==> src/hw/rtl/prsld_pkg.sv <==
// prsld_pkg: shared types and constants of the palette rle sprite line decoder
// no dependencies; imported by the front, queue, back and top level modules
`default_nettype none

package prsld_pkg;

    localparam int MAX_LINE_WIDTH  = 4096;
    localparam int PALETTE_ENTRIES = 256;

    localparam logic [12:0] MAX_WIDTH_W      = 13'(MAX_LINE_WIDTH);
    localparam logic [12:0] LINE_WIDTH_RESET = 13'd4096;

    // input op codes
    localparam logic [1:0] OP_PAL_WRITE = 2'd0;
    localparam logic [1:0] OP_LINE      = 2'd1;
    localparam logic [1:0] OP_DATA      = 2'd2;

    // flag byte classes, top two bits
    localparam logic [1:0] FLAG_ALPHA = 2'b00;
    localparam logic [1:0] FLAG_LIT   = 2'b01;
    localparam logic [1:0] FLAG_REP   = 2'b10;
    localparam logic [1:0] FLAG_SKIP  = 2'b11;

    localparam logic [4:0] ALPHA_FULL = 5'h1F;

    typedef enum logic [2:0] {
        PH_FLAG,
        PH_APIX_INDEX,
        PH_ARUN_ALPHA,
        PH_ARUN_INDEX,
        PH_LIT_INDEX,
        PH_REP_INDEX
    } t_phase;

    typedef enum logic [1:0] {
        CMD_PAL,
        CMD_LINE,
        CMD_EMIT
    } t_cmd_kind;

    // one queued action for the back end
    typedef struct packed {
        t_cmd_kind   kind;
        logic [5:0]  count;
        logic [4:0]  alpha;
        logic        zero;
        logic [7:0]  index;
        logic [15:0] rgb;
    } t_cmd;

endpackage

`default_nettype wire

==> src/hw/rtl/prsld_queue.sv <==
// prsld_queue: small register queue of commands between front and back ends
// depends on prsld_pkg
`default_nettype none

module prsld_queue
    import prsld_pkg::*;
#(
    parameter int DEPTH = 4
) (
    input  wire   i_clk,
    input  wire   i_rst_n,
    input  wire   i_push,
    input  t_cmd  i_cmd,
    output logic  o_full,
    input  wire   i_pop,
    output logic  o_valid,
    output t_cmd  o_head
);

    localparam int PTR_W = (DEPTH > 1) ? $clog2(DEPTH) : 1;
    localparam int CNT_W = $clog2(DEPTH + 1);
    localparam logic [PTR_W-1:0] LAST_PTR = PTR_W'(DEPTH - 1);
    localparam logic [CNT_W-1:0] FULL_CNT = CNT_W'(DEPTH);

    t_cmd             r_mem [DEPTH];
    logic [PTR_W-1:0] r_wr_ptr, r_rd_ptr;
    logic [CNT_W-1:0] r_count;
    logic             do_push, do_pop;

    assign o_full  = (r_count == FULL_CNT);
    assign o_valid = (r_count != '0);
    assign o_head  = r_mem[r_rd_ptr];
    assign do_push = i_push && !o_full;
    assign do_pop  = i_pop && o_valid;

    always_ff @(posedge i_clk) begin
        if (do_push) begin
            r_mem[r_wr_ptr] <= i_cmd;
        end
    end

    always_ff @(posedge i_clk) begin
        if (!i_rst_n) begin
            r_wr_ptr <= '0;
            r_rd_ptr <= '0;
            r_count  <= '0;
        end else begin
            if (do_push) begin
                r_wr_ptr <= (r_wr_ptr == LAST_PTR) ? '0 : r_wr_ptr + 1'b1;
            end
            if (do_pop) begin
                r_rd_ptr <= (r_rd_ptr == LAST_PTR) ? '0 : r_rd_ptr + 1'b1;
            end
            if (do_push && !do_pop) begin
                r_count <= r_count + 1'b1;
            end else if (do_pop && !do_push) begin
                r_count <= r_count - 1'b1;
            end
        end
    end

endmodule

`default_nettype wire

==> config.mk <==
export PLATFORM = sky130hd
export DESIGN_NAME = prsld_queue
export DESIGN_NICKNAME = d
export VERILOG_FILES = /design/src/hw/rtl/prsld_pkg.sv /design/src/hw/rtl/prsld_queue.sv
export SDC_FILE = /design/constraint.sdc
export NUM_CORES = 1
export LEC_CHECK = 0
export BUFFER_PORTS_ARGS = -buffer_cell sky130_fd_sc_hd__buf_2
export CELL_PAD_IN_SITES_DETAIL_PLACEMENT = 2
export CELL_PAD_IN_SITES_GLOBAL_PLACEMENT = 2
export CORE_UTILIZATION = 40
export CTS_CLUSTER_SIZE = 12
export DETAILED_ROUTE_END_ITERATION = 10
export GPL_ROUTABILITY_DRIVEN = 0
export PLACE_DENSITY_LB_ADDON = 0.1
export SLEW_MARGIN = 20
export SYNTH_ARGS = -nofsm -noshare
export SYNTH_HDL_FRONTEND = slang
export SYNTH_SLANG_ARGS = --single-unit
==> constraint.sdc <==
create_clock -name i_clk -period 2.8 [get_ports i_clk]
set_input_delay 0.42 -clock i_clk [delete_from_list [all_inputs] [get_ports i_clk]]
set_output_delay 0.42 -clock i_clk [all_outputs]
set_load 0.05 [all_outputs]
# == Word-level counts from Yosys, hierarchy flattened ==
# Memory sizes are Yosys's and may differ from the RTL's. A register that Yosys moved wholly into a read port is not among the register bits.
# Cells that the tools add are included.
# classes
mux,8
n_eq_ne,3
addsub,4
n_reduce_logical,9
# ops
op,count
$mux W2,4
$mux W3,2
$add A2 B1 Y2 const B,2
$eq A2 B2 Y1 const B,2
$logic_and A1 B1 Y1,4
$add A3 B1 Y3 const B,1
$eq A3 B3 Y1 const B,1
$logic_not A1 Y1,3
$reduce_bool A3 Y1,1
$sub A3 B1 Y3 const B,1
$mux W1,2
$reduce_bool A2 Y1,1
# totals
ram_bits,152
n_memories,1
reg_bits,7
out_inout_bits,40
in_bits,42
word_cells,28
# mem_list
name,words,word_bits,read_ports,rd_clocked_by_memory_dff,write_ports,line,text
r_mem,4,38,1,1,1,prsld_queue.sv:25,t_cmd r_mem [DEPTH];

# == Depth between registers and ports, before layout ==
# Gate-level depths: netlist of the first run.
# depth
ltp_word,7
ltp_mapped,9
depth_no_buf,8

# == Worst setup path after synthesis of the first run ==
# Ideal clock, no wire load.
# synth_timing
path_type,register to register
startpoint,register r_count[0]
endpoint,register r_count[2]
arrival_ps,2786
setup_slack_ps,-62
synth_period_minus_slack_ps,2862
required_time_ps,2724
path_stages_with_launch,10
setup_ps,76
n_path_buf,1
cell_sequence,dfxtp_1 -> nor3b_1 -> nor2b_1 -> buf_2 -> ha_1 -> inv_1 -> fa_1 -> xor2_1 -> or3_1 -> a21boi_0
# synth_between
elab_chain_len,6
elab_cells_between_ends,14
cone_classes,add/sub: 2; eq/ne: 1; mux: 2; reduce/logical: 9
# synth_lines
item,line,text
from (decl),prsld_queue.sv:27,logic [CNT_W-1:0] r_count;
from (signal assigned),prsld_queue.sv:55,r_count <= r_count + 1'b1;
from (signal assigned),prsld_queue.sv:57,r_count <= r_count - 1'b1;
$eq A3 B3 Y1 (*),prsld_queue.sv:30,assign o_full = (r_count == FULL_CNT);
via o_full,prsld_queue.sv:14,"output logic o_full,"
$logic_not A1 Y1 (*),prsld_queue.sv:33,assign do_push = i_push && !o_full;
$logic_and A1 B1 Y1 (*),prsld_queue.sv:33,
via do_push,prsld_queue.sv:28,"logic do_push, do_pop;"
$logic_not A1 Y1,prsld_queue.sv:56,end else if (do_pop && !do_push) begin
$logic_and A1 B1 Y1,prsld_queue.sv:56,
$reduce_bool A2 Y1 (no line),n/a,
# Mark *: on every way through the listed nets, which the timed path passes. The rest lies on a longest branch. The select of a mux whose other input is x is not followed.
# A chain may end at the register's enable or synchronous reset.

==> results of run 1 <==
-- power by group --
part | switching [mW] | internal [mW] | total [mW]
clock | 0.866 | 1.20 | 2.07
sequential | 0.174 | 2.94 | 3.11
combinational | 1.51 | 0.732 | 2.24
total | 2.55 | 4.87 | 7.42
-- final cells by class --
class | count | area [sq um]
well taps | 184 | 230
repair buffers | 94 | 566
inverters | 3 | 11.3
multi-input cells | 75 | 1140
flip-flops and latches | 161 | 4750
clock buffers | 22 | 444
fillers | 1305 | 7320
clock inverters | 9 | 67.6
-- critical path: cells and delay by family, from the launching register on --
family	cells	cell delay [ns]
multiplexers	1	0.54
flip-flops	1	0.59
buffers and inverters	2	0.49
-- cells in the final DEF, fill, tap and decap left out, drive strengths merged, types with 3 or more instances in the layout --
| cell type | count |
|---|---|
| clkinv | 7 |
| mux2i | 3 |
| o21ai | 3 |
| buf | 94 |
| dfxtp | 9 |
| and2 | 5 |
| clkbuf | 22 |
| inv | 3 |
| mux4 | 38 |
| nand2 | 6 |
| edfxtp | 152 |
| ha | 6 |
-- final timing paths --
| check | startpoint | depth (start not counted) | slack, ns | endpoint |
|---|---|---|---|---|
| setup reg to reg | r_count[0] | 7 | 0.49 | r_count[2] |
| hold / removal | i_cmd[29] | 1 | 0.21 | r_mem[2][29] |
| setup / recovery | register | 3 | 0.33 | o_head[24] |
| hold reg to reg | r_wr_ptr[1] | 2 | 0.51 | r_wr_ptr[1] |
-- registers in the layout (all words and copies together) (netlist names), named ones only --
signal	flops
r_mem	152
r_count	3
r_rd_ptr	2
r_wr_ptr	2
-- cell families after synthesis --
family	after synthesis	synth area share
AOI/OAI and AO/OA	5	0.00503
adders and majority gates	7	0.0159
xor gates and xnor gates	2	0.00293
muxes	41	0.148
buffers and inverters	13	0.0163
DFF	161	0.794
and+or+nand+nor	20	0.0174
-- metal layers --
metal | global-route usage | vias to the layer above | wire length, um
li1 | - | 1245 | -
met1 | 0.244 | 1507 | 5660
met2 | 0.298 | 80 | 6540
met3 | 0.0414 | 17 | 555
met4 | 0.0666 | 0 | 203
met5 | 0 | - | 0
==> flow_metrics.env, run 1 <==
export IMPL_synth_edf_count=152
export IMPL_cts_sinks=161
export IMPL_yosysTopAreaCell="edfxtp_1"
export IMPL_ys_warn_count=0
export IMPL_insertion_delay_ns=0.42
export IMPL_status="complete, no violations"
export IMPL_nets=401
export IMPL_cp_cell_sequence="buf_12 > mux4_2 > buf_2"
export IMPL_synth_cell_types=24
export IMPL_wl_um=13000
export IMPL_h_tree_depth=4
export IMPL_drc=0
export IMPL_relSlewSlack=0.640
export IMPL_drive_gt1_frac=0.442
export IMPL_ys_async_sr_fraction=0
export IMPL_timing_hold_ws_ns=0.213
export IMPL_total_power_mw=7.42
export IMPL_drv_cap=0
export IMPL_synth_ff_type="edfxtp_1"
export IMPL_die_area_sq_um=15400
export IMPL_tritoncts="built"
export IMPL_irDropWorstVdd_v=0.000551
export IMPL_fin_skew_ns=0.00767
export IMPL_ctsHoldBuffers=0
export IMPL_port_buffers=81
export IMPL_slowest_stage="dfxtp_4"
export IMPL_finalSetupViolations=0
export IMPL_drtPass1Iterations=4
export IMPL_vias_per_cell=5.20
export IMPL_num_io_pins=82
export IMPL_track_usage=0.184
export IMPL_cp_max_fo=17
export IMPL_post_cts_buffers=0
export IMPL_cts_buffers=17
export IMPL_worstSetupPathType="reg2out"
export IMPL_powerDensity_nw_per_um2=1030
export IMPL_synthCells=249
export IMPL_diodes=0
export IMPL_grt_max_degree=22
export IMPL_rows=44
export IMPL_fin_area_sq_um=7210
export IMPL_drtIter0Drc=160
export IMPL_arrival_ns=2.05
export IMPL_fin_setup_tns_ns=0
export IMPL_die_height_um=124
export IMPL_setup_ws_ns=0.330
export IMPL_synth_area_leaders="edfxtp_1 76%, mux4_2 14%, dfxtp_1 3.0%"
export IMPL_start_util=0.411
export IMPL_worst_pin_slew_ns=0.536
export IMPL_coreArea_sq_um=14500
export IMPL_netlist_area_sq_um=5970
export IMPL_pre_cts_ws_ns=0.412
export IMPL_critPathCaptureType="output pin"
export IMPL_overflow=0
export IMPL_final_cells=548
export IMPL_wire_per_inst_um=23.6
export IMPL_cts_root_buf="clkbuf_16"
export IMPL_antenna_found_initial=0
export IMPL_place_hpwl_um=8490
export IMPL_postSynthRegisterBits=161
export IMPL_grt_pass1_wl_um=20400
export IMPL_antenna_left=0
export IMPL_p_leak_nw=2.46
export IMPL_place_area_sq_um=6700
export IMPL_syn_nets=298
export IMPL_yosysMostFrequentCell="edfxtp_1"
export IMPL_drv_slew=0
export IMPL_hold_class="in2reg"
export IMPL_vias=2849
export IMPL_seq_area_frac_synth=0.794
export IMPL_yosysTopAreaCellShare=0.764
export IMPL_required_ns=2.38
export IMPL_syn_to_final_growth_pct=20.7
export IMPL_path_clk_slew_ns=0.06
export IMPL_clockBufferDepth=2
export IMPL_start_kind="register"
export IMPL_finalCriticalPeriod_ns=2.47
export IMPL_fp_dieW_um=124
export IMPL_cp_slowest_stage_delay_ns=0.59
export IMPL_cts_resized=0
export IMPL_syn_avg_cell_area_sq_um=24.0
export IMPL_post_route_util=0.496
export IMPL_fmax_mhz=405
export IMPL_grt_setup_unrepaired="no"
export IMPL_grt_pass1_vias=3211
export IMPL_ys_top_cells_by_count="152 x edfxtp_1, 38 x mux4_2, 9 x dfxtp_1, 6 x ha_1, 6 x nand2_1"
export IMPL_hold_viol=0
export IMPL_place_inst=517
export IMPL_period_share=0.882
No activity file was read; power rests on OpenSTA's default activity.
==> inputs of run 2 (changes only) <==
--- a/config.mk
+++ b/config.mk
@@ -6,13 +6,10 @@
 export NUM_CORES = 1
 export LEC_CHECK = 0
 export BUFFER_PORTS_ARGS = -buffer_cell sky130_fd_sc_hd__buf_2
-export CELL_PAD_IN_SITES_DETAIL_PLACEMENT = 2
-export CELL_PAD_IN_SITES_GLOBAL_PLACEMENT = 2
 export CORE_UTILIZATION = 40
 export CTS_CLUSTER_SIZE = 12
 export DETAILED_ROUTE_END_ITERATION = 10
 export GPL_ROUTABILITY_DRIVEN = 0
-export PLACE_DENSITY_LB_ADDON = 0.1
 export SLEW_MARGIN = 20
 export SYNTH_ARGS = -nofsm -noshare
 export SYNTH_HDL_FRONTEND = slang
==> flow_metrics.env, run 2 (synthesis results as in run 1) <==
export IMPL_reg2reg_slack_ns=0.42
export IMPL_coreArea_sq_um=14500
export IMPL_holdPathStages=1
export IMPL_wire_per_inst_um=18.4
export IMPL_irDropWorstVdd_v=0.000558
export IMPL_cp_max_fo=11
export IMPL_insertion_delay_ns=0.42
export IMPL_syn_to_final_growth_pct=21.6
export IMPL_place_area_sq_um=6690
export IMPL_top_usage_layer="met2"
export IMPL_start_kind="register"
export IMPL_grt_max_degree=26
export IMPL_pwr_share_clk=0.291
export IMPL_status="complete, no violations"
export IMPL_crit_family="multiplexers"
export IMPL_switching_power_mw=2.49
export IMPL_antenna_found_initial=0
export IMPL_arrival_ns=2.00
export IMPL_num_io_pins=82
export IMPL_h_tree_depth=4
export IMPL_die_height_um=124
export IMPL_slowest_stage="mux4_2"
export IMPL_reg2reg_depth=7
export IMPL_vias_per_cell=5.00
export IMPL_overflow=0
export IMPL_hold_viol=0
export IMPL_ctsHoldBuffers=0
export IMPL_drtIter0Drc=200
export IMPL_rows=44
export IMPL_finalCriticalPeriod_ns=2.42
export IMPL_nets=400
export IMPL_port_buffers=81
export IMPL_cp_cell_sequence="buf_4 > mux4_2 > buf_2"
export IMPL_use_met1=0.191
export IMPL_fin_skew_ns=0.0100
export IMPL_p_int_mw=4.97
export IMPL_worst_pin_slew_ns=0.616
export IMPL_final_common_cell="edfxtp_1"
export IMPL_p_leak_nw=2.48
export IMPL_fmax_mhz=413
export IMPL_wl_um=10100
export IMPL_drtPass1Iterations=4
export IMPL_cts_buffers=17
export IMPL_swShare=0.334
export IMPL_antenna_left=0
export IMPL_vias=2742
export IMPL_fin_setup_tns_ns=0
export IMPL_post_route_util=0.500
export IMPL_place_hpwl_um=6180
export IMPL_path_buf_inv=2
export IMPL_cp_slowest_stage_delay_ns=0.55
export IMPL_final_cell_mix="152 x edfxtp_1, 81 x buf_2, 38 x mux4_2"
export IMPL_drc=0
export IMPL_cts_sinks=161
export IMPL_cts_root_buf="clkbuf_16"
export IMPL_finalSetupViolations=0
export IMPL_grt_pass1_vias=2994
export IMPL_relSlewSlack=0.589
export IMPL_drv_cap=0
export IMPL_clockBufferDepth=2
export IMPL_path_clk_slew_ns=0.06
export IMPL_grt_pass1_wl_um=16500
export IMPL_fin_area_sq_um=7270
export IMPL_fp_dieW_um=124
export IMPL_rr_endpoint="r_count[2]"
export IMPL_die_area_sq_um=15400
export IMPL_post_cts_buffers=0
export IMPL_start_util=0.411
export IMPL_tritoncts="built"
export IMPL_required_ns=2.38
export IMPL_grt_use_met3=0.0517
export IMPL_hold_class="in2reg"
export IMPL_powerDensity_nw_per_um2=1030
export IMPL_cts_resized=0
export IMPL_largest_reg_flops=152
export IMPL_grt_setup_unrepaired="no"
export IMPL_track_usage=0.146
export IMPL_drive_gt1_frac=0.459
export IMPL_reg2reg_from="r_count[0]"
export IMPL_period_share=0.864
export IMPL_min_to="r_mem[3][9]"
export IMPL_worstSetupPathType="reg2out"
export IMPL_reg_top3="r_mem (152), r_count (3)"
export IMPL_largest_register="r_mem"
export IMPL_drv_slew=0
export IMPL_min_delay_start="i_cmd[9]"
export IMPL_p_comb_frac=0.296
export IMPL_critPathCaptureType="output pin"
export IMPL_diodes=0
export IMPL_grt_met2_usage=0.227
export IMPL_p_seq_frac=0.413
run 2: worst max path at each step:
stage / startpoint / endpoint / slack (ns) / depth (start not counted)
2_1_floorplan: r_count[1] / r_count[2] / 0.47 / 9
3_3_place_gp: r_count[0] / r_count[2] / 0.60 / 7
3_5_place_dp: r_count[0] / r_count[2] / 0.37 / 7
4_1_cts: register / o_head[17] / 0.31 / 3
5_1_grt: register / o_head[17] / 0.24 / 3
6_report: register / o_head[17] / 0.38 / 3
run 2: final cells by class:
| type | count | area, sq um |
|---|---|---|
| clock inverter | 7 | 46.3 |
| multi-input combinational | 75 | 1140 |
| timing repair buffer | 93 | 558 |
| inverter | 3 | 11.3 |
| fill | 1197 | 7270 |
| clock buffer | 25 | 528 |
| sequential | 161 | 4750 |
| tap | 184 | 230 |
run 2: layer usage:
layer | wire (um) | part of all wire
met1 | 4620 | 0.46
met4 | 130 | 0.013
met2 | 4830 | 0.48
met3 | 496 | 0.049
met5 | 0 | 0
run 2: power groups by stage:
stage	clock, mW	combinational, mW	sequential [mW]
3_5_place_dp	0	2.24	3.14
6_report	2.17	2.21	3.08
2_1_floorplan	0	1.82	3.05
5_1_grt	2.32	2.34	3.12
3_3_place_gp	0	2.23	3.12
4_1_cts	2.22	2.25	3.09
run 2: per-stage QoR:
stage          setup slack, ns  hold WS [ns]  instances  power, mW
5_1_grt                  0.242         0.206        548       7.78
4_1_cts                  0.306         0.197        548       7.56
2_1_floorplan            0.466         0.468        249       4.87
6_report                 0.381         0.214        548       7.45
3_5_place_dp             0.374         0.504        516       5.38
3_3_place_gp             0.601         0.484        516       5.34
==> inputs of run 3 (changes only) <==
--- a/config.mk
+++ b/config.mk
@@ -10,6 +10,7 @@
 export CTS_CLUSTER_SIZE = 12
 export DETAILED_ROUTE_END_ITERATION = 10
 export GPL_ROUTABILITY_DRIVEN = 0
+export GPL_TIMING_DRIVEN = 0
 export SLEW_MARGIN = 20
 export SYNTH_ARGS = -nofsm -noshare
 export SYNTH_HDL_FRONTEND = slang
==> flow_metrics.env, run 3 (synthesis results as in run 1) <==
export IMPL_status="complete, no violations"
export IMPL_coreArea_sq_um=14500
export IMPL_place_hpwl_um=6220
export IMPL_grt_setup_unrepaired="no"
export IMPL_final_cells=550
export IMPL_place_inst=518
export IMPL_reg2reg_from="r_count[1]"
export IMPL_tritoncts="built"
export IMPL_port_buffers=81
export IMPL_nets=402
export IMPL_reg2reg_depth=7
export IMPL_relSlewSlack=0.582
export IMPL_reg2reg_slack_ns=0.40
export IMPL_min_delay_start="i_cmd[6]"
export IMPL_insertion_delay_ns=0.42
export IMPL_wl_um=10100
export IMPL_antenna_left=0
export IMPL_overflow=0
export IMPL_drtIter0Drc=145
export IMPL_place_area_sq_um=6700
export IMPL_fin_skew_ns=0.0102
export IMPL_irDropWorstVdd_v=0.000538
export IMPL_wire_per_inst_um=18.5
export IMPL_finalSetupViolations=0
export IMPL_ctsHoldBuffers=0
export IMPL_finalCriticalPeriod_ns=2.40
export IMPL_fin_setup_tns_ns=0
export IMPL_wirelength_met1_um=4490
export IMPL_start_util=0.411
export IMPL_total_power_mw=7.48
export IMPL_rr_endpoint="r_count[2]"
export IMPL_cts_resized=0
export IMPL_critPathCaptureType="output pin"
export IMPL_num_io_pins=82
export IMPL_drive_gt1_frac=0.437
export IMPL_min_to="r_mem[1][6]"
export IMPL_fillers=1232
export IMPL_largest_register="r_mem"
export IMPL_worstSetupPathType="reg2out"
export IMPL_met2WireLength_um=5090
export IMPL_cp_max_fo=10
export IMPL_drc=0
export IMPL_largest_reg_flops=152
export IMPL_cts_sinks=161
export IMPL_die_height_um=124
export IMPL_reg_top3="r_mem (152), r_count (3)"
export IMPL_vias_per_cell=5.02
export IMPL_track_usage=0.142
export IMPL_cts_buffers=17
export IMPL_final_cell_mix="152 x edfxtp_1, 85 x buf_2, 38 x mux4_2"
export IMPL_hold_viol=0
export IMPL_highest_layer="met4"
export IMPL_final_common_cell="edfxtp_1"
export IMPL_die_area_sq_um=15400
export IMPL_p_leak_nw=2.48
export IMPL_antenna_found_initial=0
export IMPL_arrival_ns=1.98
export IMPL_required_ns=2.38
export IMPL_rows=44
export IMPL_worst_pin_slew_ns=0.622
export IMPL_grt_max_degree=22
export IMPL_h_tree_depth=4
export IMPL_path_clk_slew_ns=0.06
export IMPL_drv_slew=0
export IMPL_diodes=0
export IMPL_vias=2760
export IMPL_fp_dieW_um=124
export IMPL_clockBufferDepth=2
export IMPL_fmax_mhz=417
export IMPL_start_kind="register"
export IMPL_grt_pass1_vias=2908
export IMPL_hold_class="in2reg"
export IMPL_fin_area_sq_um=7250
export IMPL_met3_length_um=368
export IMPL_powerDensity_nw_per_um2=1030
export IMPL_syn_to_final_growth_pct=21.4
export IMPL_grt_pass1_wl_um=16000
export IMPL_cts_root_buf="clkbuf_16"
export IMPL_drv_cap=0
export IMPL_post_cts_buffers=0
export IMPL_timing_hold_ws_ns=0.211
export IMPL_period_share=0.856
export IMPL_holdPathStages=1
export IMPL_drtPass1Iterations=4
[run 3: changes by cell type in the layout (fill, tap and decap cells not counted), sizes merged]
cell | previous run | this run
clkinvlp | 3 | 1
clkbuf | 25 | 20
clkinv | 4 | 10
inv | 3 | 4
bufinv | 0 | 2
[run 3: layout make-up]
| cell class | count | area, sq um | share of cell area |
|---|---|---|---|
| flip-flops and latches | 161 | 4740 | 0.654 |
| multi-input cells | 75 | 1140 | 0.158 |
| repair buffers | 85 | 485 | 0.0670 |
| clock buffers | 18 | 429 | 0.0592 |
| well taps | 184 | 230 | 0.0318 |
| clock inverters | 14 | 121 | 0.0167 |
| plain buffers | 10 | 86.3 | 0.0119 |
| inverters | 3 | 11.3 | 0.00155 |
[run 3: worst max-delay path by stage]
| stage | from | to |
|---|---|---|
| 6_report | register | o_head[1] |
| 5_1_grt | r_count[1] | r_count[2] |
| 3_5_place_dp | r_count[1] | r_count[2] |
| 4_1_cts | register | o_head[1] |
| 2_1_floorplan | r_count[1] | r_count[2] |
| 3_3_place_gp | r_count[0] | r_mem[2][11] |
[run 3: per-layer routing]
layer / vias up / global-route usage
li1: 1248 / -
met1: 1429 / 0.172
met2: 66 / 0.236
met3: 17 / 0.0384
met4: 0 / 0.0659
met5: - / 0
[run 3: through the flow]
stage,setup slack (ns),utilization
2_1_floorplan,0.466,-
3_3_place_gp,-0.164,0.455
3_5_place_dp,0.370,0.461
4_1_cts,0.362,0.499
5_1_grt,0.119,0.499
6_report,0.403,0.499
[run 3: critical path, cell delays in order, from the launching register on]
cell     delay (ns)
dfxtp_1        0.32
buf_2          0.28
buf_2          0.34
mux4_2         0.38
buf_2          0.23
[run 3: power breakdown]
part / switching [mW] / total [mW] / internal, mW
Sequential: 0.0822 / 3.02 / 2.93
Combinational: 1.55 / 2.30 / 0.753
Clock: 0.879 / 2.17 / 1.29
Total: 2.51 / 7.48 / 4.98
