[src/hw/rtl/prsld_pkg.sv]
// prsld_pkg: shared types and constants of the palette rle sprite line decoder
// no dependencies; imported by the front, queue, back and top level modules
`default_nettype none

package prsld_pkg;

    localparam int MAX_LINE_WIDTH  = 4096;
    localparam int PALETTE_ENTRIES = 256;

    localparam logic [12:0] MAX_WIDTH_W      = 13'(MAX_LINE_WIDTH);
    localparam logic [12:0] LINE_WIDTH_RESET = 13'd4096;

    // input op codes
    localparam logic [1:0] OP_PAL_WRITE = 2'd0;
    localparam logic [1:0] OP_LINE      = 2'd1;
    localparam logic [1:0] OP_DATA      = 2'd2;

    // flag byte classes, top two bits
    localparam logic [1:0] FLAG_ALPHA = 2'b00;
    localparam logic [1:0] FLAG_LIT   = 2'b01;
    localparam logic [1:0] FLAG_REP   = 2'b10;
    localparam logic [1:0] FLAG_SKIP  = 2'b11;

    localparam logic [4:0] ALPHA_FULL = 5'h1F;

    typedef enum logic [2:0] {
        PH_FLAG,
        PH_APIX_INDEX,
        PH_ARUN_ALPHA,
        PH_ARUN_INDEX,
        PH_LIT_INDEX,
        PH_REP_INDEX
    } t_phase;

    typedef enum logic [1:0] {
        CMD_PAL,
        CMD_LINE,
        CMD_EMIT
    } t_cmd_kind;

    // one queued action for the back end
    typedef struct packed {
        t_cmd_kind   kind;
        logic [5:0]  count;
        logic [4:0]  alpha;
        logic        zero;
        logic [7:0]  index;
        logic [15:0] rgb;
    } t_cmd;

endpackage

`default_nettype wire

[src/hw/rtl/prsld_if.sv]
// prsld channel interfaces: coded input, pixel output and width write port
// no dependencies; used by the front, back and top level modules
`default_nettype none

interface prsld_in_if;
    logic        valid;
    logic        ready;
    logic [1:0]  op;
    logic [7:0]  code_byte;
    logic [7:0]  palette_slot;
    logic [15:0] palette_rgb565;

    modport source (output valid, output op, output code_byte, output palette_slot,
                    output palette_rgb565, input ready);
    modport sink   (input valid, input op, input code_byte, input palette_slot,
                    input palette_rgb565, output ready);
endinterface


`default_nettype wire

[src/hw/rtl/prsld_front.sv]
// prsld_front: accepts input items, tracks the flag parse state, issues commands
// depends on prsld_pkg and prsld_in_if
`default_nettype none

module prsld_front
    import prsld_pkg::*;
(
    input  wire        i_clk,
    input  wire        i_rst_n,
    prsld_in_if.sink   i_in,
    input  wire        i_full,
    output logic       o_push,
    output t_cmd       o_cmd
);

    t_phase     r_phase, n_phase;
    logic [5:0] r_count, n_count;
    logic [4:0] r_alpha, n_alpha;
    logic       accept;
    logic [7:0] b;
    logic [5:0] count_dec;

    assign i_in.ready = !i_full;
    assign accept     = i_in.valid && !i_full;
    assign b          = i_in.code_byte;
    assign count_dec  = r_count - 6'd1;

    always_ff @(posedge i_clk) begin
        if (!i_rst_n) begin
            r_phase <= PH_FLAG;
            r_count <= '0;
            r_alpha <= '0;
        end else begin
            r_phase <= n_phase;
            r_count <= n_count;
            r_alpha <= n_alpha;
        end
    end

    always_comb begin
        n_phase     = r_phase;
        n_count     = r_count;
        n_alpha     = r_alpha;
        o_push      = 1'b0;
        o_cmd       = '0;
        o_cmd.kind  = CMD_EMIT;
        o_cmd.index = b;
        if (accept) begin
            unique case (i_in.op)
                OP_PAL_WRITE: begin
                    o_push      = 1'b1;
                    o_cmd.kind  = CMD_PAL;
                    o_cmd.index = i_in.palette_slot;
                    o_cmd.rgb   = i_in.palette_rgb565;
                end
                OP_LINE: begin
                    o_push     = 1'b1;
                    o_cmd.kind = CMD_LINE;
                    n_phase    = PH_FLAG;
                    n_count    = '0;
                    n_alpha    = '0;
                end
                OP_DATA: begin
                    unique case (r_phase)
                        PH_FLAG: begin
                            unique case (b[7:6])
                                FLAG_ALPHA: begin
                                    if (b[5]) begin
                                        n_alpha = b[4:0];
                                        n_phase = PH_APIX_INDEX;
                                    end else if (b != 8'd0) begin
                                        n_count = {1'b0, b[4:0]};
                                        n_phase = PH_ARUN_ALPHA;
                                    end
                                end
                                FLAG_LIT: begin
                                    n_count = b[5:0];
                                    if (b[5:0] != 6'd0) begin
                                        n_phase = PH_LIT_INDEX;
                                    end
                                end
                                FLAG_REP: begin
                                    n_count = b[5:0];
                                    n_phase = PH_REP_INDEX;
                                end
                                FLAG_SKIP: begin
                                    // transparent run goes out straight away
                                    o_push      = (b[5:0] != 6'd0);
                                    o_cmd.count = b[5:0];
                                    o_cmd.zero  = 1'b1;
                                end
                                default: ;
                            endcase
                        end
                        PH_APIX_INDEX: begin
                            o_push      = 1'b1;
                            o_cmd.count = 6'd1;
                            o_cmd.alpha = r_alpha;
                            n_phase     = PH_FLAG;
                        end
                        PH_ARUN_ALPHA: begin
                            n_alpha = b[4:0];
                            n_phase = PH_ARUN_INDEX;
                        end
                        PH_ARUN_INDEX: begin
                            o_push      = (r_count != 6'd0);
                            o_cmd.count = r_count;
                            o_cmd.alpha = r_alpha;
                            n_count     = '0;
                            n_phase     = PH_FLAG;
                        end
                        PH_LIT_INDEX: begin
                            o_push      = 1'b1;
                            o_cmd.count = 6'd1;
                            o_cmd.alpha = ALPHA_FULL;
                            n_count     = count_dec;
                            if (count_dec == 6'd0) begin
                                n_phase = PH_FLAG;
                            end
                        end
                        PH_REP_INDEX: begin
                            o_push      = (r_count != 6'd0);
                            o_cmd.count = r_count;
                            o_cmd.alpha = ALPHA_FULL;
                            n_count     = '0;
                            n_phase     = PH_FLAG;
                        end
                        default: begin
                            n_phase = PH_FLAG;
                        end
                    endcase
                end
                default: ;
            endcase
        end
    end

endmodule

`default_nettype wire

[src/flat_wrapper.sv]
// flat-port wrapper written by rule: the top's interface ports become plain ports
module prsld_front_flat import prsld_pkg::*;
  (i_clk, i_rst_n, i_full, o_push, o_cmd, i_in_valid, i_in_op, i_in_code_byte, i_in_palette_slot, i_in_palette_rgb565, i_in_ready);
  prsld_in_if i_in_i ();
  input  wire i_clk;
  input  wire i_rst_n;
  input  wire i_full;
  output logic o_push;
  output t_cmd o_cmd;
  input wire logic [$bits(i_in_i.valid)-1:0] i_in_valid;
  input wire logic [$bits(i_in_i.op)-1:0] i_in_op;
  input wire logic [$bits(i_in_i.code_byte)-1:0] i_in_code_byte;
  input wire logic [$bits(i_in_i.palette_slot)-1:0] i_in_palette_slot;
  input wire logic [$bits(i_in_i.palette_rgb565)-1:0] i_in_palette_rgb565;
  output wire logic [$bits(i_in_i.ready)-1:0] i_in_ready;
  assign i_in_i.valid = i_in_valid;
  assign i_in_i.op = i_in_op;
  assign i_in_i.code_byte = i_in_code_byte;
  assign i_in_i.palette_slot = i_in_palette_slot;
  assign i_in_i.palette_rgb565 = i_in_palette_rgb565;
  assign i_in_ready = i_in_i.ready;
  prsld_front u_core (.i_clk(i_clk), .i_rst_n(i_rst_n), .i_in(i_in_i), .i_full(i_full), .o_push(o_push), .o_cmd(o_cmd));
endmodule
[config.mk]
export PLATFORM = sky130hd
export DESIGN_NAME = prsld_front_flat
export DESIGN_NICKNAME = d
export VERILOG_FILES = /design/src/hw/rtl/prsld_pkg.sv /design/src/hw/rtl/prsld_if.sv /design/src/hw/rtl/prsld_front.sv /design/src/flat_wrapper.sv
export SDC_FILE = /design/constraint.sdc
export NUM_CORES = 1
export LEC_CHECK = 0
export ABC_AREA = 0
export ABC_CLOCK_PERIOD_IN_PS = 2200
export BUFFER_PORTS_ARGS = -buffer_cell sky130_fd_sc_hd__buf_2
export CORE_MARGIN = 2
export CORE_UTILIZATION = 46
export DETAILED_ROUTE_END_ITERATION = 8
export PLACE_DENSITY_LB_ADDON = 0.1
export SLEW_MARGIN = 20
export SYNTH_ARGS = -nofsm -noshare
export SYNTH_HDL_FRONTEND = slang
export SYNTH_SLANG_ARGS = --single-unit
[constraint.sdc]
create_clock -name i_clk -period 2.2 [get_ports i_clk]
set_input_delay 0.11 -clock i_clk [delete_from_list [all_inputs] [get_ports i_clk]]
set_output_delay 0.11 -clock i_clk [all_outputs]
set_load 0.02 [all_outputs]
# Word-level counts from Yosys, hierarchy flattened
# Cells that the tools add are included.
word_totals:
  ff_bits: 14
  in_bits: 38
  output_inout_bits: 40
  wordCells: 73
classes:
  addsub: 1
  n_eq_ne: 21
  muxes: 29
  n_reduce_logical: 19
op_table:
  columns: ["op", "n"]
  rows:
  - ["two-way mux 38 bit", 1]
  - ["case mux 6 bit (3 select lines)", 2]
  - ["case mux 5 bit (2 select lines)", 3]
  - ["two-way mux 24 bit", 1]
  - ["case mux 6 bit (2 select lines)", 2]
  - ["two-way mux 6 bit", 3]
  - ["case mux 3 bit (3 select lines)", 2]
  - ["two-way mux 12 bit", 1]
  - ["two-way mux 3 bit", 4]
  - ["AND reduction 6 bit", 2]
  - ["nonzero test 6 bit", 2]
  - ["OR reduction 2 bit", 6]
  - ["two-way mux 5 bit", 2]
  - ["inequality test 4 x 3 -> 1 bit, second input constant", 2]
  - ["inequality test 4 bit, second input constant", 2]
  - ["nonzero test 8 bit", 1]
  - ["equality test 2 bit, second input constant", 3]
  - ["equality test 3 x 2 -> 1 bit, second input constant", 2]
  - ["equality test 3 bit, second input constant", 2]
  - ["zero test 6 bit", 1]
  - ["inequality test 3 x 2 -> 1 bit, second input constant", 2]
  - ["inequality test 3 bit, second input constant", 2]
  - ["case mux 3 bit (2 select lines)", 1]
  - ["subtractor 6 x 1 -> 6 bit, second input constant", 1]
  - ["15 further kinds", 20]

# Longest topological paths before layout
# Gate-level depths: netlist (run 1).
logic_depth:
  ltp_word: 6
  depth_mapped: 8
  depth_no_buf: 7

# Worst setup path before layout (run 1)
# Ideal clock, no wire load.
synth_path:
  path_kind: "register to output"
  startpoint: "register u_core.r_count[0]"
  endpoint: "output port o_push"
  t_arrival_ps: 1551
  t_required_ps: 2090
  slack_ps: 539
  path_stages_with_launch: 7
  path_buffers: 0
  cell_sequence: "dfxtp_1 > inv_1 > ha_1 > and2_1 > a21o_1 > a22o_1 > o21ai_0"
synth_via:
  elab_chain_cells: 4
synth_rtl:
  columns: ["item", "line", "source"]
  rows:
  - ["start, declared", "prsld_front.sv:17", "logic [5:0] r_count, n_count;"]
  - ["start signal, assigned", "prsld_front.sv:35", "r_count <= n_count;"]
  - ["nonzero test 6 bit", "prsld_front.sv:106, prsld_front.sv:122", null]
  - ["case mux 1 bit (3 select lines)", "prsld_front.sv:64", "unique case (r_phase)"]
  - ["case mux 1 bit (2 select lines)", "prsld_front.sv:49", "unique case (i_in.op)"]
  - ["two-way mux 1 bit", "prsld_front.sv:48", "if (accept) begin"]
  - ["end, declared", "flat_wrapper.sv:8", "output logic o_push;"]
# Every way passes these cells.

==> results.toml, run 1 <==
[status]
outcome = "finished, final reports clean"

[floorplan]
pin_count = 78
die_height_um = 62.1
row_count = 21
dieArea_um2 = 3860
start_util_pct = 47.3
die_w_um = 62.1
coreArea_um2 = 3280

[worst_setup_path]
worstReg2RegStart = "u_core.r_count[0]$_SDFFE_PN0P_"
crit_end = "o_cmd[34]"
ff2ff_setup_slack_ps = 450
r2r-end = "u_core.r_phase[1]$_SDFFE_PN0P_"
crit_required_ps = 2090
crit_arrival_ps = 1860
cp_max_fo = 14
worstSetupStartpoint = "u_core.r_phase[2]$_SDFFE_PN0P_"
critPathLaunchType = "flop"
rr_worst_depth = 7
crit_type = "reg2out"
endpoint_kind = "output port"

[finish]
diodes = 0
layout.cells.most_common = "buf_2"
fill_cells = 326
drive_above_1_share_pct = 34.8
layout.nets = 340
syn2layout_area_growth_pct = 30.8
mostFrequentLayoutCells = "buf_2 (77), nor2_1 (24), and3_1 (18)"
finalInstanceArea_um2 = 2030

[grt]
grt_max_degree = 19
grt_pass1_vias = 1600
grt_pass1_wl_um = 7620
grtUsageTotal_pct = 23.8
antenna_found_initial = 0
gr-total-overflow = 0

[synth]
syn-num-nets = 265
synthArstFlopShare_pct = 0
synth_enable_flop_cells = 0
syn-cell-area_um2 = 1550
ys_seq_area_share_pct = 18.0
ys.flop_type = "dfxtp_1"
syn_inst = 216
yosys.cell_types.count = 46
synth-seq-cells = 14
yosysWarnings = 0
avgSynthCellArea_um2 = 7.19

[power_and_ir_drop]
power.leakage_nw = 1.04
cellPowerDensity_nw_per_um2 = 332
vdd_drop_max_mv = 0.293

[route]
wl_per_cell_um = 13.2
drc = 0
num_vias = 1793
drt-vias-per-instance = 5.34
drt-initial-drc-count = 59
wl_um = 4430
dr.pass1.iters = 4
drtAntennaViolNets = 0

[sta]
setup_tns_ps = 0
fmaxAchievable_ghz = 0.507
period_minus_slack_ps = 1970
slew_viol_final = 0
fin_crit_sh_pct = 89.7
rsz0062_at_grt = "no"
finalSetupViolations = 0
hold_viol = 0
skew_ps = 8.03
worst_pin_slew_ps = 494
finalHoldWorstSlack_ps = 151
slew_headroom_pct = 67.0

[placed_design]
placed_cell_area_um2 = 1990
hpwlAfterDp_um = 3480
place_congestion = 0.923
port-buffer-count = 77

[cts]
cts_tree = "done"
worstSkewPairLatency_ps = 280
cts_buffers = 3
clock_path_buffers = 2
clock_sink_count = 14
cts_max_level = 1
clk_pin_slew_ps = 100
clockRootBuffer = "clkbuf_4"
cts_setup_buffers = 0

[hold_path]
hold_start = "i_rst_n"
hold_path_class = "in2reg"

[run]
drv_cap = 0
==> layer usage <==
layer	vias to the layer above	wire [um]	track usage [%]
met5	-	0	0
met4	0	19	4.17
met3	2	298	2.90
met2	57	2120	40.8
met1	806	1990	32.7
li1	928	-	-
==> metrics by stage <==
step	setup slack (ps)	power (mW)	std cells	utilization [%]
after floorplan	539	0.404	216	-
after global placement	366	0.488	332	60.6
after detailed placement	342	0.489	332	60.6
after CTS	115	0.680	336	61.8
after global routing	105	0.714	336	61.8
final	227	0.675	336	61.8
==> power by group <==
group | leakage [nW] | internal, mW | total (mW) | switching (mW)
clock network | 0.0210 | 0.101 | 0.190 | 0.0897
logic | 0.903 | 0.0950 | 0.220 | 0.125
registers | 0.114 | 0.257 | 0.264 | 0.00748
==> logic make-up (layout without fill, tap and decap cells) <==
family	Yosys count	count (layout)	synth area share [%]
AND/OR/NAND/NOR	92	92	32.5
buffers and inverters	26	100	6.53
flip-flops	14	14	18.1
XOR/XNOR	5	5	2.82
adder cells (fa/ha/maj)	11	11	8.86
AO/OA/AOI/OAI	57	57	23.7
multiplexers	11	11	7.57
==> state kept, by name, indices dropped and copies added, names as in the netlist <==
register	cells
u_core.r_phase	3
u_core.r_count	6
u_core.r_alpha	5
==> worst max-delay path, stage by stage, from the launching register on <==
cell,delay [ps]
dfxtp_1,610
nor2_1,180
and3_1,300
a22oi_1,240
nor2_1,60
buf_2,170
==> final cells by class <==
type | count | area (um^2) | area share [%]
multi-input cells | 176 | 1170 | 57.7
inverters | 12 | 45.0 | 2.22
well taps | 46 | 57.6 | 2.83
clock buffers | 4 | 36.3 | 1.79
flip-flops and latches | 14 | 283 | 13.9
repair buffers | 84 | 438 | 21.6
==> worst min path at each step <==
stage               slack, ps  cells past startpoint                              to
CTS                       150                      3  u_core.r_count[2]$_SDFFE_PN0P_
global route              180                      3  u_core.r_count[4]$_SDFFE_PN0P_
global placement          450                      3  u_core.r_count[3]$_SDFFE_PN0P_
finish                    150                      3  u_core.r_count[4]$_SDFFE_PN0P_
floorplan                 300                      1                      i_in_ready
detailed placement        450                      3  u_core.r_count[2]$_SDFFE_PN0P_
==> cells in the mapped netlist, drive strengths merged (4+ instances only) <==
library cell,count,area share [%]
nor2,24,5.8
and3,18,7.3
a21oi,15,5.1
o21ai,15,4.8
dfxtp,14,18
clkbuf,11,2.7
ha,11,8.9
inv,11,2.7
nand2,11,2.7
and2,8,3.3
nand3,7,2.3
a22oi,6,2.9
mux2,6,4.4
mux2i,5,3.2
nand2b,5,2.5
nor2b,4,1.6
o31ai,4,1.9
xnor2,4,2.3
==> what timing repair did <==
action / in CTS / in global routing
setup endpoints to repair: 0 / 4
hold buffers: 0 / 0
resized for setup: 0 / 2
Note: power is estimated with default switching activity, not from simulation.
==> run 2, diff against run 1 <==
--- a/config.mk
+++ b/config.mk
@@ -8,10 +8,11 @@
 export ABC_AREA = 0
 export ABC_CLOCK_PERIOD_IN_PS = 2200
 export BUFFER_PORTS_ARGS = -buffer_cell sky130_fd_sc_hd__buf_2
+export CAP_MARGIN = 5
 export CORE_MARGIN = 2
 export CORE_UTILIZATION = 46
 export DETAILED_ROUTE_END_ITERATION = 8
-export PLACE_DENSITY_LB_ADDON = 0.1
+export PLACE_DENSITY = 0.81
 export SLEW_MARGIN = 20
 export SYNTH_ARGS = -nofsm -noshare
 export SYNTH_HDL_FRONTEND = slang
==> run 2 against run 1 <==
  * Combinational power about the same
  * Setup slack worse by 80 ps
  * Die area unchanged
  * Fmax down 3.9%
  * Via count up 2.7%
  * Flip-flop and latch count unchanged
  * Sequential power about the same
  * Count of clock-buffer cells in the layout unchanged
  * Clock power up 4%
  * Utilization down 0.30 points
  * Critical endpoint is now o_cmd[35]
==> results.toml, run 2 (synthesis gave the netlist of run 1 again) <==
[cts]
cts_max_level = 1
clock_sink_count = 14
cts_setup_buffers = 0
clk_pin_slew_ps = 90
cts_hold_buf = 0
cts_tree = "done"
clockRootBuffer = "clkbuf_4"
worstSkewPairLatency_ps = 290
clock_path_buffers = 2
cts_buffers = 3
cts_resized = 0

[route]
drtAntennaViolNets = 0
wl_um = 4430
drc = 0
dr.pass1.iters = 4
wl_per_cell_um = 13.2
num_vias = 1841
drt-initial-drc-count = 88
drt-vias-per-instance = 5.50

[floorplan]
dieArea_um2 = 3860
die_w_um = 62.1
start_util_pct = 47.3
row_count = 21
pin_count = 78
coreArea_um2 = 3280
die_height_um = 62.1

[grt]
top_usage_layer = "met2"
antenna_found_initial = 0
grt_max_degree = 20
gr-total-overflow = 0
grt_pass1_vias = 1556
gr-usage-met1_pct = 28.2
grtUsageTotal_pct = 22.1
use_met3_pct = 5.98
grt_pass1_wl_um = 7160
met2_usage_pct = 37.6

[finish]
syn2layout_area_growth_pct = 30.1
layout.cells.most_common = "buf_2"
mostFrequentLayoutCells = "buf_2 (77), nor2_1 (24), and3_1 (18)"
layout.nets = 339
diodes = 0
drive_above_1_share_pct = 33.9
ff_latch_area_um2 = 280
largest_register = "u_core.r_count"
final_util_pct = 61.5
fill_cells = 286
largest_reg_flops = 6
multi_input_area_um2 = 1170
largestRegisters = "u_core.r_count (6), u_core.r_alpha (5), u_core.r_phase (3)"

[sta]
fin_crit_sh_pct = 93.3
hold_viol = 0
slew_viol_final = 0
slew_headroom_pct = 61.3
skew_ps = 2.13
period_minus_slack_ps = 2050
fmaxAchievable_ghz = 0.487
worst_pin_slew_ps = 580
finalSetupViolations = 0
setup_ws_ps = 147
rsz0062_at_grt = "no"
setup_tns_ps = 0

[worst_setup_path]
crit_arrival_ps = 1940
cp_max_fo = 18
crit_type = "reg2out"
crit_required_ps = 2090
endpoint_kind = "output port"
critPathLaunchType = "flop"

[status]
outcome = "finished, final reports clean"

[hold_path]
hold_path_class = "in2reg"

[power_and_ir_drop]
vdd_drop_max_mv = 0.354
power.leakage_nw = 1.03
cellPowerDensity_nw_per_um2 = 338

[run]
drv_cap = 0

[placed_design]
port-buffer-count = 77
place_congestion = 0.880
pre_cts_ws_ps = 339
hpwlAfterDp_um = 3370
-- run 2: changes by cell type in the layout (fill, tap and decap cells not counted), sizes merged --
cell  previous run  this run
buf             84        83
-- run 2: worst paths after layout --
kind         slack [ps]  depth (start not counted)                        endpoint                            from
max reg2reg         390                          6  u_core.r_count[5]$_SDFFE_PN0P_  u_core.r_phase[1]$_SDFFE_PN0P_
min reg2reg         510                          2  u_core.r_alpha[2]$_SDFFE_PN0P_  u_core.r_alpha[2]$_SDFFE_PN0P_
min                 150                          3  u_core.r_count[4]$_SDFFE_PN0P_                         i_rst_n
max                 150                          5                       o_cmd[35]  u_core.r_phase[1]$_SDFFE_PN0P_
-- run 2: layout make-up --
class | count | area share (%)
Clock buffer | 4 | 1.80
Inverter | 12 | 2.23
Multi-Input combinational cell | 176 | 58.0
Sequential cell | 14 | 13.9
Tap cell | 46 | 2.85
Timing Repair Buffer | 83 | 21.3
-- run 2: power by group --
part / internal (mW) / total [mW] / switching (mW)
clock network: 0.101 / 0.198 / 0.0966
logic: 0.0938 / 0.221 / 0.127
registers: 0.257 / 0.264 / 0.00679
-- run 2: through the flow --
step,std cells,hold slack [ps],cell area [um^2],power [mW]
finish,335,145,2020,0.682
global route,335,162,2020,0.714
CTS,335,147,2020,0.682
detailed placement,331,455,1980,0.488
global placement,331,451,1980,0.486
floorplan,216,297,1550,0.404
-- run 2: critical path, stage by stage, from the launching register on --
cell	delay (ps)
dfxtp_1	700
xnor2_1	180
nor2_1	330
a22oi_1	170
nor2_1	100
buf_2	170
-- run 2: per-layer routing --
layer  wire length, um  vias up
met3               415        4
li1                  -      922
met2              2130       90
met5                 0        -
met1              1860      825
met4                21        0
==> run 3, diff against run 2 <==
==> constraint.sdc (replaced) <==
create_clock -name i_clk -period 2.2 [get_ports i_clk]
set_input_delay 0.33 -clock i_clk [delete_from_list [all_inputs] [get_ports i_clk]]
set_output_delay 0.33 -clock i_clk [all_outputs]
set_load 0.02 [all_outputs]
==> run 3 against run 2 <==
  * Final area up 1.5%
  * Register-to-register slack about the same
  * Worst hold slack better by 210 ps
  * Final cell count rose by 0.90%
  * Global-route usage increased by 1.5 points
  * Fmax shrank 0.51%
  * Flip-flop and latch count unchanged
  * Clock skew grew 4.8 ps
  * Combinational power grew 2%
  * First-iteration DRC count grew 63%
  * Largest cell class unchanged
  * Largest power group unchanged
==> results.toml, run 3 (synthesis gave the netlist of run 1 again) <==
[status]
outcome = "finished, final reports clean"

[finish]
layout.nets = 342
layout.cells.most_common = "buf_2"
largest_register = "u_core.r_count"
largestRegisters = "u_core.r_count (6), u_core.r_alpha (5), u_core.r_phase (3)"
largest_reg_flops = 6
mostFrequentLayoutCells = "buf_2 (76), nor2_1 (24), and3_1 (18)"
diodes = 0
drive_above_1_share_pct = 35.6
final_util_pct = 62.5
syn2layout_area_growth_pct = 32.2
finalInstanceArea_um2 = 2050

[cts]
cts_resized = 0
worstSkewPairLatency_ps = 310
clk_pin_slew_ps = 90
cts_max_level = 1
clock_path_buffers = 2
cts_hold_buf = 0
cts_tree = "done"
clockRootBuffer = "clkbuf_4"
cts_setup_buffers = 0
clock_sink_count = 14
cts_buffers = 3

[power_and_ir_drop]
cellPowerDensity_nw_per_um2 = 335
vdd_drop_max_mv = 0.324
power.leakage_nw = 1.05

[floorplan]
pin_count = 78
row_count = 21
coreArea_um2 = 3280
die_w_um = 62.1
start_util_pct = 47.3
die_height_um = 62.1
dieArea_um2 = 3860

[grt]
grt_max_degree = 22
grt_pass1_wl_um = 7500
antenna_found_initial = 0
gr-total-overflow = 0
grtUsageTotal_pct = 23.6
grt_pass1_vias = 1694

[sta]
worst_pin_slew_ps = 424
slew_viol_final = 0
period_minus_slack_ps = 2060
setup_ws_ps = 137
fmaxAchievable_ghz = 0.485
hold_viol = 0
skew_ps = 6.89
rsz0062_at_grt = "no"
setup_tns_ps = 0
finalSetupViolations = 0
slew_headroom_pct = 71.7
fin_crit_sh_pct = 93.8

[run]
drv_cap = 0

[placed_design]
placed_cell_area_um2 = 2010
port-buffer-count = 77
pre_cts_ws_ps = 108
place_congestion = 0.915
hpwlAfterDp_um = 3490

[worst_setup_path]
cp_max_fo = 8
ff2ff_setup_slack_ps = 400
endpoint_kind = "output port"
critPathLaunchType = "flop"
worstSetupStartpoint = "u_core.r_phase[0]$_SDFFE_PN0P_"
critPathSlowestCell = "dfxtp_1"
r2r-end = "u_core.r_count[5]$_SDFFE_PN0P_"
crit_arrival_ps = 1730
cpMostUsedCell = "nor2_1"
crit_required_ps = 1870
worstReg2RegStart = "u_core.r_phase[0]$_SDFFE_PN0P_"
crit_type = "reg2out"
cpPeakStageDelay_ps = 480
rr_worst_depth = 7
crit_end = "o_cmd[26]"
crit_chain = "inv_1, nor2_1, buf_4, a21oi_1, nor2_1, buf_2"

[route]
dr.pass1.iters = 4
drt-initial-drc-count = 143
drt-vias-per-instance = 5.53
drtAntennaViolNets = 0
wl_um = 4510
num_vias = 1870
drc = 0
wl_per_cell_um = 13.3

[hold_path]
hold_path_class = "in2reg"
-- run 3: final cells by class --
type,instances,area [um^2]
tap,46,57.6
multi-input combinational,176,1170
sequential,14,287
inverter,12,45.0
timing repair buffer,86,455
clock buffer,4,36.3
fill,300,1230
-- run 3: routing by layer --
metal	up-vias	GRT usage [%]	part of all wire (%)
met5	-	0	0
met4	0	8.06	1.7
met3	10	6.70	8.3
met2	81	42.1	49
met1	856	27.1	41
li1	923	-	-
-- run 3: how the worst min path moves through the flow --
stage                                   startpoint                              to  slack (ps)  cells after the start
global placement    u_core.r_alpha[1]$_SDFFE_PN0P_  u_core.r_alpha[1]$_SDFFE_PN0P_         480                      2
CTS                                        i_rst_n  u_core.r_count[3]$_SDFFE_PN0P_         350                      3
detailed placement  u_core.r_alpha[2]$_SDFFE_PN0P_  u_core.r_alpha[2]$_SDFFE_PN0P_         490                      2
finish                                     i_rst_n  u_core.r_count[3]$_SDFFE_PN0P_         350                      3
floorplan           u_core.r_alpha[4]$_SDFFE_PN0P_  u_core.r_alpha[4]$_SDFFE_PN0P_         460                      2
global route                               i_rst_n  u_core.r_count[4]$_SDFFE_PN0P_         390                      3
-- run 3: critical path, delay by kind of cell, from the launching register on --
kind	cells	cell delay [ps]
buf+inv	3	520
simple gates	2	380
flops	1	480
compound gates	1	60
-- run 3: per-stage QoR --
step | power, mW | hold slack, ps | std cells
2_1_floorplan | 0.404 | 464 | 216
6_report | 0.687 | 354 | 338
3_5_place_dp | 0.491 | 493 | 334
4_1_cts | 0.695 | 346 | 338
3_3_place_gp | 0.487 | 476 | 334
5_1_grt | 0.727 | 388 | 338
-- run 3: where the power goes --
group / internal [mW] / switching, mW / total [mW] / leakage (nW)
clock network: 0.101 / 0.0989 / 0.200 / 0.0210
logic: 0.0966 / 0.129 / 0.225 / 0.914
registers: 0.256 / 0.00594 / 0.262 / 0.115
